## src/rtl/core/pae_pkg.sv

```systemverilog
// Package: operation and status codes for the positional array engine.
`timescale 1ns / 1ps
package pae_pkg;

  typedef logic [2:0] op_t;
  typedef logic [2:0] status_t;

  localparam op_t OP_CLEAR  = 3'd0;
  localparam op_t OP_APPEND = 3'd1;
  localparam op_t OP_INSERT = 3'd2;
  localparam op_t OP_DELETE = 3'd3;
  localparam op_t OP_SEARCH = 3'd4;
  localparam op_t OP_SORT   = 3'd5;
  localparam op_t OP_READ   = 3'd6;

  localparam status_t STS_OK       = 3'd0;
  localparam status_t STS_EMPTY    = 3'd1;
  localparam status_t STS_BADPOS   = 3'd2;
  localparam status_t STS_NOTFOUND = 3'd3;
  localparam status_t STS_FULL     = 3'd4;

endpackage

```

## src/rtl/core/positional_array_engine_core.sv

```systemverilog
// Positional array engine: ordered signed store; clear/append/insert/delete/search/sort/read.
//
//   channel | dir | handshake            | payload
//   --------+-----+----------------------+----------------------------------------------
//   in_     | in  | in_valid / in_stall  | operation, position, value
//   out_    | out | out_valid / out_stall| status, found_position, read_value,
//           |     |                      | element_count
//
// Clear, append and rejected requests go straight to the finish state; read, search,
// insert, delete and sort walk the store, sort with one compare per cycle.
// All walks go through the store (one write port, one registered read port; one of each per cycle).
// Reset clears count and control only; store contents stay undefined until written.
// in_stall is high while a request is in progress; a finished beat waits in the output
// register, and the next request is taken while it waits.
`timescale 1ns / 1ps
module positional_array_engine_core #(
  parameter int STORE_DEPTH = 128
) (
  input  logic              clk,
  input  logic              rst_n,
  input  logic              in_valid,
  output logic              in_stall,
  input  pae_pkg::op_t      in_operation,
  input  logic [7:0]        in_position,
  input  logic signed [31:0] in_value,
  output logic              out_valid,
  input  logic              out_stall,
  output pae_pkg::status_t  out_status,
  output logic [7:0]        out_found_position,
  output logic signed [31:0] out_read_value,
  output logic [7:0]        out_element_count
);
  import pae_pkg::*;

  localparam int CW = $clog2(STORE_DEPTH + 1);
  localparam int AW = $clog2(STORE_DEPTH);
  localparam int WW = ((CW > 8) ? CW : 8) + 1;

  localparam logic [3:0] S_IDLE    = 4'd0;
  localparam logic [3:0] S_FIN     = 4'd1;
  localparam logic [3:0] S_INS_ST  = 4'd2;
  localparam logic [3:0] S_INS     = 4'd3;
  localparam logic [3:0] S_INS_WR  = 4'd4;
  localparam logic [3:0] S_DEL_ST  = 4'd5;
  localparam logic [3:0] S_DEL     = 4'd6;
  localparam logic [3:0] S_SRCH_ST = 4'd7;
  localparam logic [3:0] S_SRCH    = 4'd8;
  localparam logic [3:0] S_SORT_I  = 4'd9;
  localparam logic [3:0] S_SORT_IC = 4'd10;
  localparam logic [3:0] S_SORT_J  = 4'd11;
  localparam logic [3:0] S_SORT_WB = 4'd12;
  localparam logic [3:0] S_RD_ST   = 4'd13;
  localparam logic [3:0] S_RD      = 4'd14;

  logic [31:0] store_mem [STORE_DEPTH];
  logic [31:0] mem_rdata_r;
  logic        mem_we;
  logic [AW-1:0] mem_waddr, mem_raddr;
  logic [31:0] mem_wdata;

  logic [3:0]    state_r, state_nxt;
  logic [CW-1:0] count_r, count_nxt;
  logic [7:0]    pos_r, pos_nxt;
  logic [31:0]   val_r, val_nxt;
  logic [31:0]   cur_r, cur_nxt;
  logic [AW-1:0] i_r, i_nxt;
  logic [AW-1:0] rq_r;
  status_t       st_r, st_nxt;
  logic [7:0]    found_r, found_nxt;
  logic [31:0]   rdv_r, rdv_nxt;

  logic          out_valid_r;
  status_t       out_status_r;
  logic [7:0]    out_found_r;
  logic [31:0]   out_rdv_r;
  logic [7:0]    out_count_r;

  logic          in_acc, out_free;
  logic [CW-1:0] nm1, rq_cw, i_cw;
  logic [WW-1:0] n_w, n_p1_w, pin_w, pos_w, pos_m1_w, rq_w, rq_p1_w, cnt_w;
  logic [AW-1:0] rq_p1, rq_m1;

  assign in_stall = (state_r != S_IDLE);
  assign in_acc   = in_valid && !in_stall;
  assign out_free = !out_valid_r || !out_stall;

  assign nm1      = count_r - CW'(1);
  assign rq_cw    = CW'(rq_r);
  assign i_cw     = CW'(i_r);
  assign n_w      = WW'(count_r);
  assign n_p1_w   = n_w + WW'(1);
  assign pin_w    = WW'(in_position);
  assign pos_w    = WW'(pos_r);
  assign pos_m1_w = pos_w - WW'(1);
  assign rq_w     = WW'(rq_r);
  assign rq_p1_w  = rq_w + WW'(1);
  assign cnt_w    = WW'(count_r);
  assign rq_p1    = rq_r + AW'(1);
  assign rq_m1    = rq_r - AW'(1);

  always_comb begin
    state_nxt = state_r;
    count_nxt = count_r;
    pos_nxt   = pos_r;
    val_nxt   = val_r;
    cur_nxt   = cur_r;
    i_nxt     = i_r;
    st_nxt    = st_r;
    found_nxt = found_r;
    rdv_nxt   = rdv_r;
    mem_we    = 1'b0;
    mem_waddr = '0;
    mem_wdata = val_r;
    mem_raddr = '0;
    unique case (state_r)
      S_IDLE: begin
        if (in_acc) begin
          pos_nxt   = in_position;
          val_nxt   = in_value;
          st_nxt    = STS_OK;
          found_nxt = '0;
          rdv_nxt   = '0;
          i_nxt     = '0;
          state_nxt = S_FIN;
          case (in_operation)
            OP_CLEAR: count_nxt = '0;
            OP_APPEND: begin
              if (count_r == CW'(STORE_DEPTH)) begin
                st_nxt = STS_FULL;
              end else begin
                mem_we    = 1'b1;
                mem_waddr = count_r[AW-1:0];
                mem_wdata = in_value;
                count_nxt = count_r + CW'(1);
              end
            end
            OP_INSERT: begin
              if (count_r == '0) st_nxt = STS_EMPTY;
              else if (in_position == '0 || pin_w > n_p1_w) st_nxt = STS_BADPOS;
              else if (count_r == CW'(STORE_DEPTH)) st_nxt = STS_FULL;
              else if (pin_w == n_p1_w) state_nxt = S_INS_WR;
              else state_nxt = S_INS_ST;
            end
            OP_DELETE: begin
              if (count_r == '0) st_nxt = STS_EMPTY;
              else if (in_position == '0 || pin_w > n_w) st_nxt = STS_BADPOS;
              else if (pin_w == n_w) count_nxt = nm1;
              else state_nxt = S_DEL_ST;
            end
            OP_SEARCH: begin
              if (count_r == '0) st_nxt = STS_EMPTY;
              else state_nxt = S_SRCH_ST;
            end
            OP_SORT: begin
              if (count_r == '0) st_nxt = STS_EMPTY;
              else if (count_r != CW'(1)) state_nxt = S_SORT_I;
            end
            OP_READ: begin
              if (count_r == '0) st_nxt = STS_EMPTY;
              else if (in_position == '0 || pin_w > n_w) st_nxt = STS_BADPOS;
              else state_nxt = S_RD_ST;
            end
            default: ;
          endcase
        end
      end
      S_FIN: begin
        if (out_free) state_nxt = S_IDLE;
      end
      S_INS_ST: begin
        mem_raddr = nm1[AW-1:0];
        state_nxt = S_INS;
      end
      S_INS: begin
        mem_we    = 1'b1;
        mem_waddr = rq_p1;
        mem_wdata = mem_rdata_r;
        mem_raddr = rq_m1;
        if (rq_w == pos_m1_w) state_nxt = S_INS_WR;
      end
      S_INS_WR: begin
        mem_we    = 1'b1;
        mem_waddr = pos_m1_w[AW-1:0];
        mem_wdata = val_r;
        count_nxt = count_r + CW'(1);
        state_nxt = S_FIN;
      end
      S_DEL_ST: begin
        mem_raddr = pos_w[AW-1:0];
        state_nxt = S_DEL;
      end
      S_DEL: begin
        mem_we    = 1'b1;
        mem_waddr = rq_m1;
        mem_wdata = mem_rdata_r;
        mem_raddr = rq_p1;
        if (rq_cw == nm1) begin
          count_nxt = nm1;
          state_nxt = S_FIN;
        end
      end
      S_SRCH_ST: begin
        mem_raddr = '0;
        state_nxt = S_SRCH;
      end
      S_SRCH: begin
        mem_raddr = rq_p1;
        if (mem_rdata_r == val_r) begin
          found_nxt = rq_p1_w[7:0];
          state_nxt = S_FIN;
        end else if (rq_cw == nm1) begin
          st_nxt    = STS_NOTFOUND;
          state_nxt = S_FIN;
        end
      end
      S_SORT_I: begin
        mem_raddr = i_r;
        state_nxt = S_SORT_IC;
      end
      S_SORT_IC: begin
        cur_nxt   = mem_rdata_r;
        mem_raddr = i_r + AW'(1);
        state_nxt = S_SORT_J;
      end
      S_SORT_J: begin
        mem_raddr = rq_p1;
        if ($signed(cur_r) > $signed(mem_rdata_r)) begin
          mem_we    = 1'b1;
          mem_waddr = rq_r;
          mem_wdata = cur_r;
          cur_nxt   = mem_rdata_r;
        end
        if (rq_cw == nm1) state_nxt = S_SORT_WB;
      end
      S_SORT_WB: begin
        mem_we    = 1'b1;
        mem_waddr = i_r;
        mem_wdata = cur_r;
        i_nxt     = i_r + AW'(1);
        if (i_cw + CW'(2) == count_r) state_nxt = S_FIN;
        else state_nxt = S_SORT_I;
      end
      S_RD_ST: begin
        mem_raddr = pos_m1_w[AW-1:0];
        state_nxt = S_RD;
      end
      S_RD: begin
        rdv_nxt   = mem_rdata_r;
        state_nxt = S_FIN;
      end
      default: state_nxt = S_IDLE;
    endcase
  end

  always_ff @(posedge clk) begin
    if (mem_we) store_mem[mem_waddr] <= mem_wdata;
    mem_rdata_r <= store_mem[mem_raddr];
  end

  always_ff @(posedge clk) begin
    if (!rst_n) begin
      state_r     <= S_IDLE;
      count_r     <= '0;
      out_valid_r <= 1'b0;
    end else begin
      state_r <= state_nxt;
      count_r <= count_nxt;
      if (state_r == S_FIN && out_free) out_valid_r <= 1'b1;
      else if (!out_stall) out_valid_r <= 1'b0;
    end
  end

  always_ff @(posedge clk) begin
    pos_r   <= pos_nxt;
    val_r   <= val_nxt;
    cur_r   <= cur_nxt;
    i_r     <= i_nxt;
    rq_r    <= mem_raddr;
    st_r    <= st_nxt;
    found_r <= found_nxt;
    rdv_r   <= rdv_nxt;
    if (state_r == S_FIN && out_free) begin
      out_status_r <= st_r;
      out_found_r  <= found_r;
      out_rdv_r    <= rdv_r;
      out_count_r  <= cnt_w[7:0];
    end
  end

  assign out_valid          = out_valid_r;
  assign out_status         = out_status_r;
  assign out_found_position = out_found_r;
  assign out_read_value     = out_rdv_r;
  assign out_element_count  = out_count_r;

  a_count_bound: assert property (@(posedge clk) disable iff (!rst_n)
    count_r <= CW'(STORE_DEPTH))
    else $error("entry count beyond store depth");

  a_no_rw_collide: assert property (@(posedge clk) disable iff (!rst_n)
    (mem_we && (state_r == S_INS || state_r == S_DEL || state_r == S_SORT_J))
      |-> (mem_waddr != mem_raddr))
    else $error("store read and write hit the same entry");

  a_sort_keeps_count: assert property (@(posedge clk) disable iff (!rst_n)
    (state_r == S_SORT_J || state_r == S_SORT_WB || state_r == S_SRCH)
      |=> $stable(count_r))
    else $error("count changed during sort or search");

  a_found_ok: assert property (@(posedge clk) disable iff (!rst_n)
    (out_valid && out_found_position != '0) |-> (out_status == STS_OK))
    else $error("found position with non-ok status");

  a_fin_loads: assert property (@(posedge clk) disable iff (!rst_n)
    (state_r == S_FIN && out_free) |=> (out_valid && state_r == S_IDLE))
    else $error("finished request did not reach the output register");

endmodule
```

## config.mk

```make
export PLATFORM = sky130hd
export DESIGN_NAME = positional_array_engine_core
export DESIGN_NICKNAME = d
export VERILOG_FILES = /design/src/rtl/core/pae_pkg.sv /design/src/rtl/core/positional_array_engine_core.sv
export SDC_FILE = /design/constraint.sdc
export NUM_CORES = 2
export LEC_CHECK = 0
export BUFFER_PORTS_ARGS = -buffer_cell sky130_fd_sc_hd__buf_2
export CAP_MARGIN = 20
export CORE_AREA = 2 2 674 743
export DETAILED_ROUTE_END_ITERATION = 16
export DIE_AREA = 0 0 676 745
export MAX_ROUTING_LAYER = met4
export PLACE_DENSITY = 0.5
export RECOVER_POWER = 25
export SLEW_MARGIN = 0
export SYNTH_ARGS = -nofsm -noshare
export SYNTH_HDL_FRONTEND = slang
export SYNTH_SLANG_ARGS = --single-unit
```

## constraint.sdc

```tcl
create_clock -name clk -period 14.05 [get_ports clk]
set_clock_uncertainty 0.2 [all_clocks]
set_input_delay 2.1075 -clock clk [delete_from_list [all_inputs] [get_ports clk]]
set_output_delay 2.1075 -clock clk [all_outputs]
set_load 0.1 [all_outputs]
```

==> summary.txt <==
Finish
  • Design Area, Final: 198,000 um^2
  • Most frequent cells in the layout: 4,269 x edfxtp_1, 2,979 x nand2_1, 808 x nand3_1, 442 x clkbuf_16, 385 x buf_4
  • Fin util: 0.398
  • Commonest non-fill, non-tap cell in the layout: edfxtp_1
  • Layout net count: ~13,000
  • Synth-to-Final Area Change: 14.3%
  • Ratio of cells with drive above 1 in the final layout: 0.112
  • Fillcell total: between 40,000 and 50,000

Route
  • M1 WL: 262,000 um
  • Vias/cell: ~6
  • Met2 wire len: slightly above 300,000 um
  • Via count: 114,044
  • DRC viols: 0
  • TritonRoute pass-1 iters: 6
  • Drt wl/cell: roughly 35 um
  • Highest Signal Layer: met4
  • Initial drt markers: around 17,000
  • Total routed wirelength: 674,000 um
  • Final antenna-violating net count: 0
  • Met3 Wirelength: ~63,000 um

Global route
  • Global route total overflow: 0
  • Vias in the first global route: between 100k and 150k
  • Total GRT Usage: 0.268
  • First-pass GRT wire length: 912,000 um
  • Largest net degree at the start of global routing: roughly 150
  • Antenna violations before repair: between 50 and 60

Timing
  • Min Hold Slack: approximately 220 ps
  • Setup TNS: 0 ps
  • Hold Vio Cnt, Final: 0
  • RSZ-0062 raised after global routing: no
  • Tmin final: 10,920 ps
  • Fmax: slightly above 90 MHz
  • Final Cycle Share: 0.777
  • Worst slew margin: -1.84
  • Worst Tran Pin Value: around 4300 ps
  • PnR worst setup slack: around 3100 ps
  • Final Setup Violations: 0
  • Final Max Tran Viols: 2,278

Pwr
  • Clk pwr share: 0.395
  • Net switching power figure: around 8 mW
  • Maximum VDD drop: 111 uV
  • Reg power frac: 0.507
  • Switching share of total power: 0.259
  • Pwr/cell area: around 150 nW/um^2
  • Leakage: 63.8 nW
  • Cell Int Power: about 22 mW
  • Logic pwr share: 0.098

Critical path
  • Startpoint type of the worst setup path: flop
  • Req. time, crit path: 14,730 ps
  • Critical path's largest stage delay: 2770 ps
  • Slowest-stage cell, CP: clkinvlp_2
  • Worst-path fanout max: 36
  • Crit path DAT: approximately 12,000 ps
  • Crit Path Category: flop to flop
  • Critical-path cell list: clkbuf_1 > nand2b_1 > a31oi_4 > o22a_1 > and3_4 > clkinvlp_2 > nand2_1 > nor2_2 > buf_4 > o21ai_1 > buf_4 > nand3_1 > a31oi_1 > a21oi_1
  • Setup crit end kind: flop
  • Most used cell, CP: buf_4

Clock tree
  • Clk buf depth: 4
  • Root buffer cell: clkbuf_16
  • CTS tree: yes
  • Cts bufs inserted: around 440
  • CTS Hold Buffers Added: 0
  • Clk Latency, worst-skew pair: between 1000 and 1500 ps
  • Clock-pin slew on the worst setup and hold paths: roughly 60 ps
  • Post-CTS setup buffers: 0
  • Resize count post-CTS: 0
  • CTS Sinks: around 4,300
  • CTS H-tree depth: 5

Synthesis
  • Number of synthesized flops with an enable pin: ~4,300
  • Synth area leaders: edfxtp_1 74%, nand2_1 6.5%, nand3_1 2.3%
  • Async SR Flop Fraction: 0
  • Synthesized cell area: about 170,000 um^2
  • #FFs+latches synth: approximately 4,300
  • Dominant cell type by area after synthesis: edfxtp_1
  • Share of the yosys chip area belonging to registers: 0.746
  • Cells after synthesis: approximately 12,000
  • Post-synth cell types: 97
  • Synth Warn #: 0
  • Main synth FF type: edfxtp_1
  • Synth top area share: 0.740
  • Mapped Nets: about 12,000
  • Mean Syn Cell Area: between 10 and 15 um^2

Place
  • Setup WS pre-CTS: 6950 ps
  • DP Area: approximately 180,000 um^2
  • Final Wtd Congestion: between 0.9 and 1
  • Input/output buffers: 99
  • DP HPWL: between 300,000 and 400,000 um

Die
  • IO Count: 100
  • Core area: between 400,000 and 500,000 um^2
  • Row cnt: ~270
  • Die height: between 700 and 800 um
  • DIE AREA: about 500,000 um^2
  • Die W: between 600 and 700 um
  • Initial core utilization: 0.349

Worst hold path
  • Tightest Hold Check Type: flop to flop

Run status
  • Failing checks: max-capacitance violations, max-slew violations
  • Status: complete, but fails checks

Flow run
  • Max-cap violations: 74
-- cells by family after synthesis --
kind of cell | Yosys count | share of synthesized area
AO/OA/AOI/OAI | 1782 | 0.0721
XOR/XNOR | 83 | 0.00436
adder cells (fa/ha/maj) | 56 | 0.00404
buffers and inverters | 877 | 0.0243
flip-flops | 4321 | 0.746
multiplexers | 406 | 0.0323
AND/OR/NAND/NOR | 4701 | 0.117
-- worst paths after layout --
path	depth (start not counted)	slack, ps	end	from
max	14	3130	mem_rdata_r[24]	state_r[0]
min	0	220	out_read_value[8]	rdv_r[8]
max reg2reg	14	3130	mem_rdata_r[24]	state_r[0]
min reg2reg	0	220	out_read_value[8]	rdv_r[8]
-- metrics by stage --
step                std cells  power, mW
global route            19426       30.8
floorplan               12226       16.9
CTS                     19407       30.2
finish                  19447       30.1
global placement        18561       18.4
detailed placement      18592       18.4
-- critical path: cells and delay by family, from the launching register on --
family / cells / cell delay, ps
flip-flops: 1 / 310
AO/OA/AOI/OAI: 5 / 1890
AND/OR/NAND/NOR: 5 / 3800
buffers and inverters: 4 / 4350
-- power by group through the flow --
stage | registers, mW | logic (mW) | clock network, mW
final | 15.3 | 2.95 | 11.9
after global routing | 15.2 | 3.05 | 12.5
after CTS | 15.2 | 2.94 | 12.0
after detailed placement | 15.5 | 2.93 | 0
after global placement | 15.5 | 2.90 | 0
after floorplan | 15.7 | 1.26 | 0
-- cell type report --
| cell class | count | area, um^2 | area share |
|---|---|---|---|
| Antenna cell | 35 | 87.6 | 0.000442 |
| Inverter | 74 | 338 | 0.00171 |
| Multi-Input combinational cell | 7028 | 41400 | 0.209 |
| Clock inverter | 275 | 2710 | 0.0137 |
| Clock buffer | 540 | 11700 | 0.0590 |
| Tap cell | 6576 | 8230 | 0.0416 |
| Sequential cell | 4321 | 129000 | 0.653 |
| Timing Repair Buffer | 598 | 4230 | 0.0214 |
-- state kept, by name (all words and copies together) (netlist names) --
signal              cells
store_mem            4096
rdv_r                  32
rq_r                    7
found_r                 8
out_found_position      8
cur_r                  32
val_r                  32
out_valid               1
count_r                 8
st_r                    3
out_element_count       8
state_r                 4
out_read_value         32
i_r                     7
mem_rdata_r            32
pos_r                   8
out_status              3
-- cells in the mapped netlist, types with 40 or more instances --
cell type and n:
edfxtp_1 4269, nand2_1 2979, nand3_1 810, buf_2 377, a21oi_1 347, and3_1 337
nor2_1 289, clkbuf_1 281, mux2i_1 278, a31oi_1 258, o21ai_0 242, a311oi_1 219
mux4_2 122, a221oi_1 120, a32oi_1 99, buf_4 80, nand4_1 79, nor3_1 74
inv_1 67, ha_1 56, dfxtp_1 52, a22oi_1 49, buf_1 49, o22ai_1 47
o2111ai_1 44, o211ai_1 43, xor2_1 41, o21a_1 40, xnor2_1 40
-- metal layers --
metal	GRT usage	up-vias
li1	-	47005
met3	0.0468	1183
met1	0.346	59638
met5	-	-
met4	0.138	0
met2	0.407	6218
(Power assumes the default switching activity.)
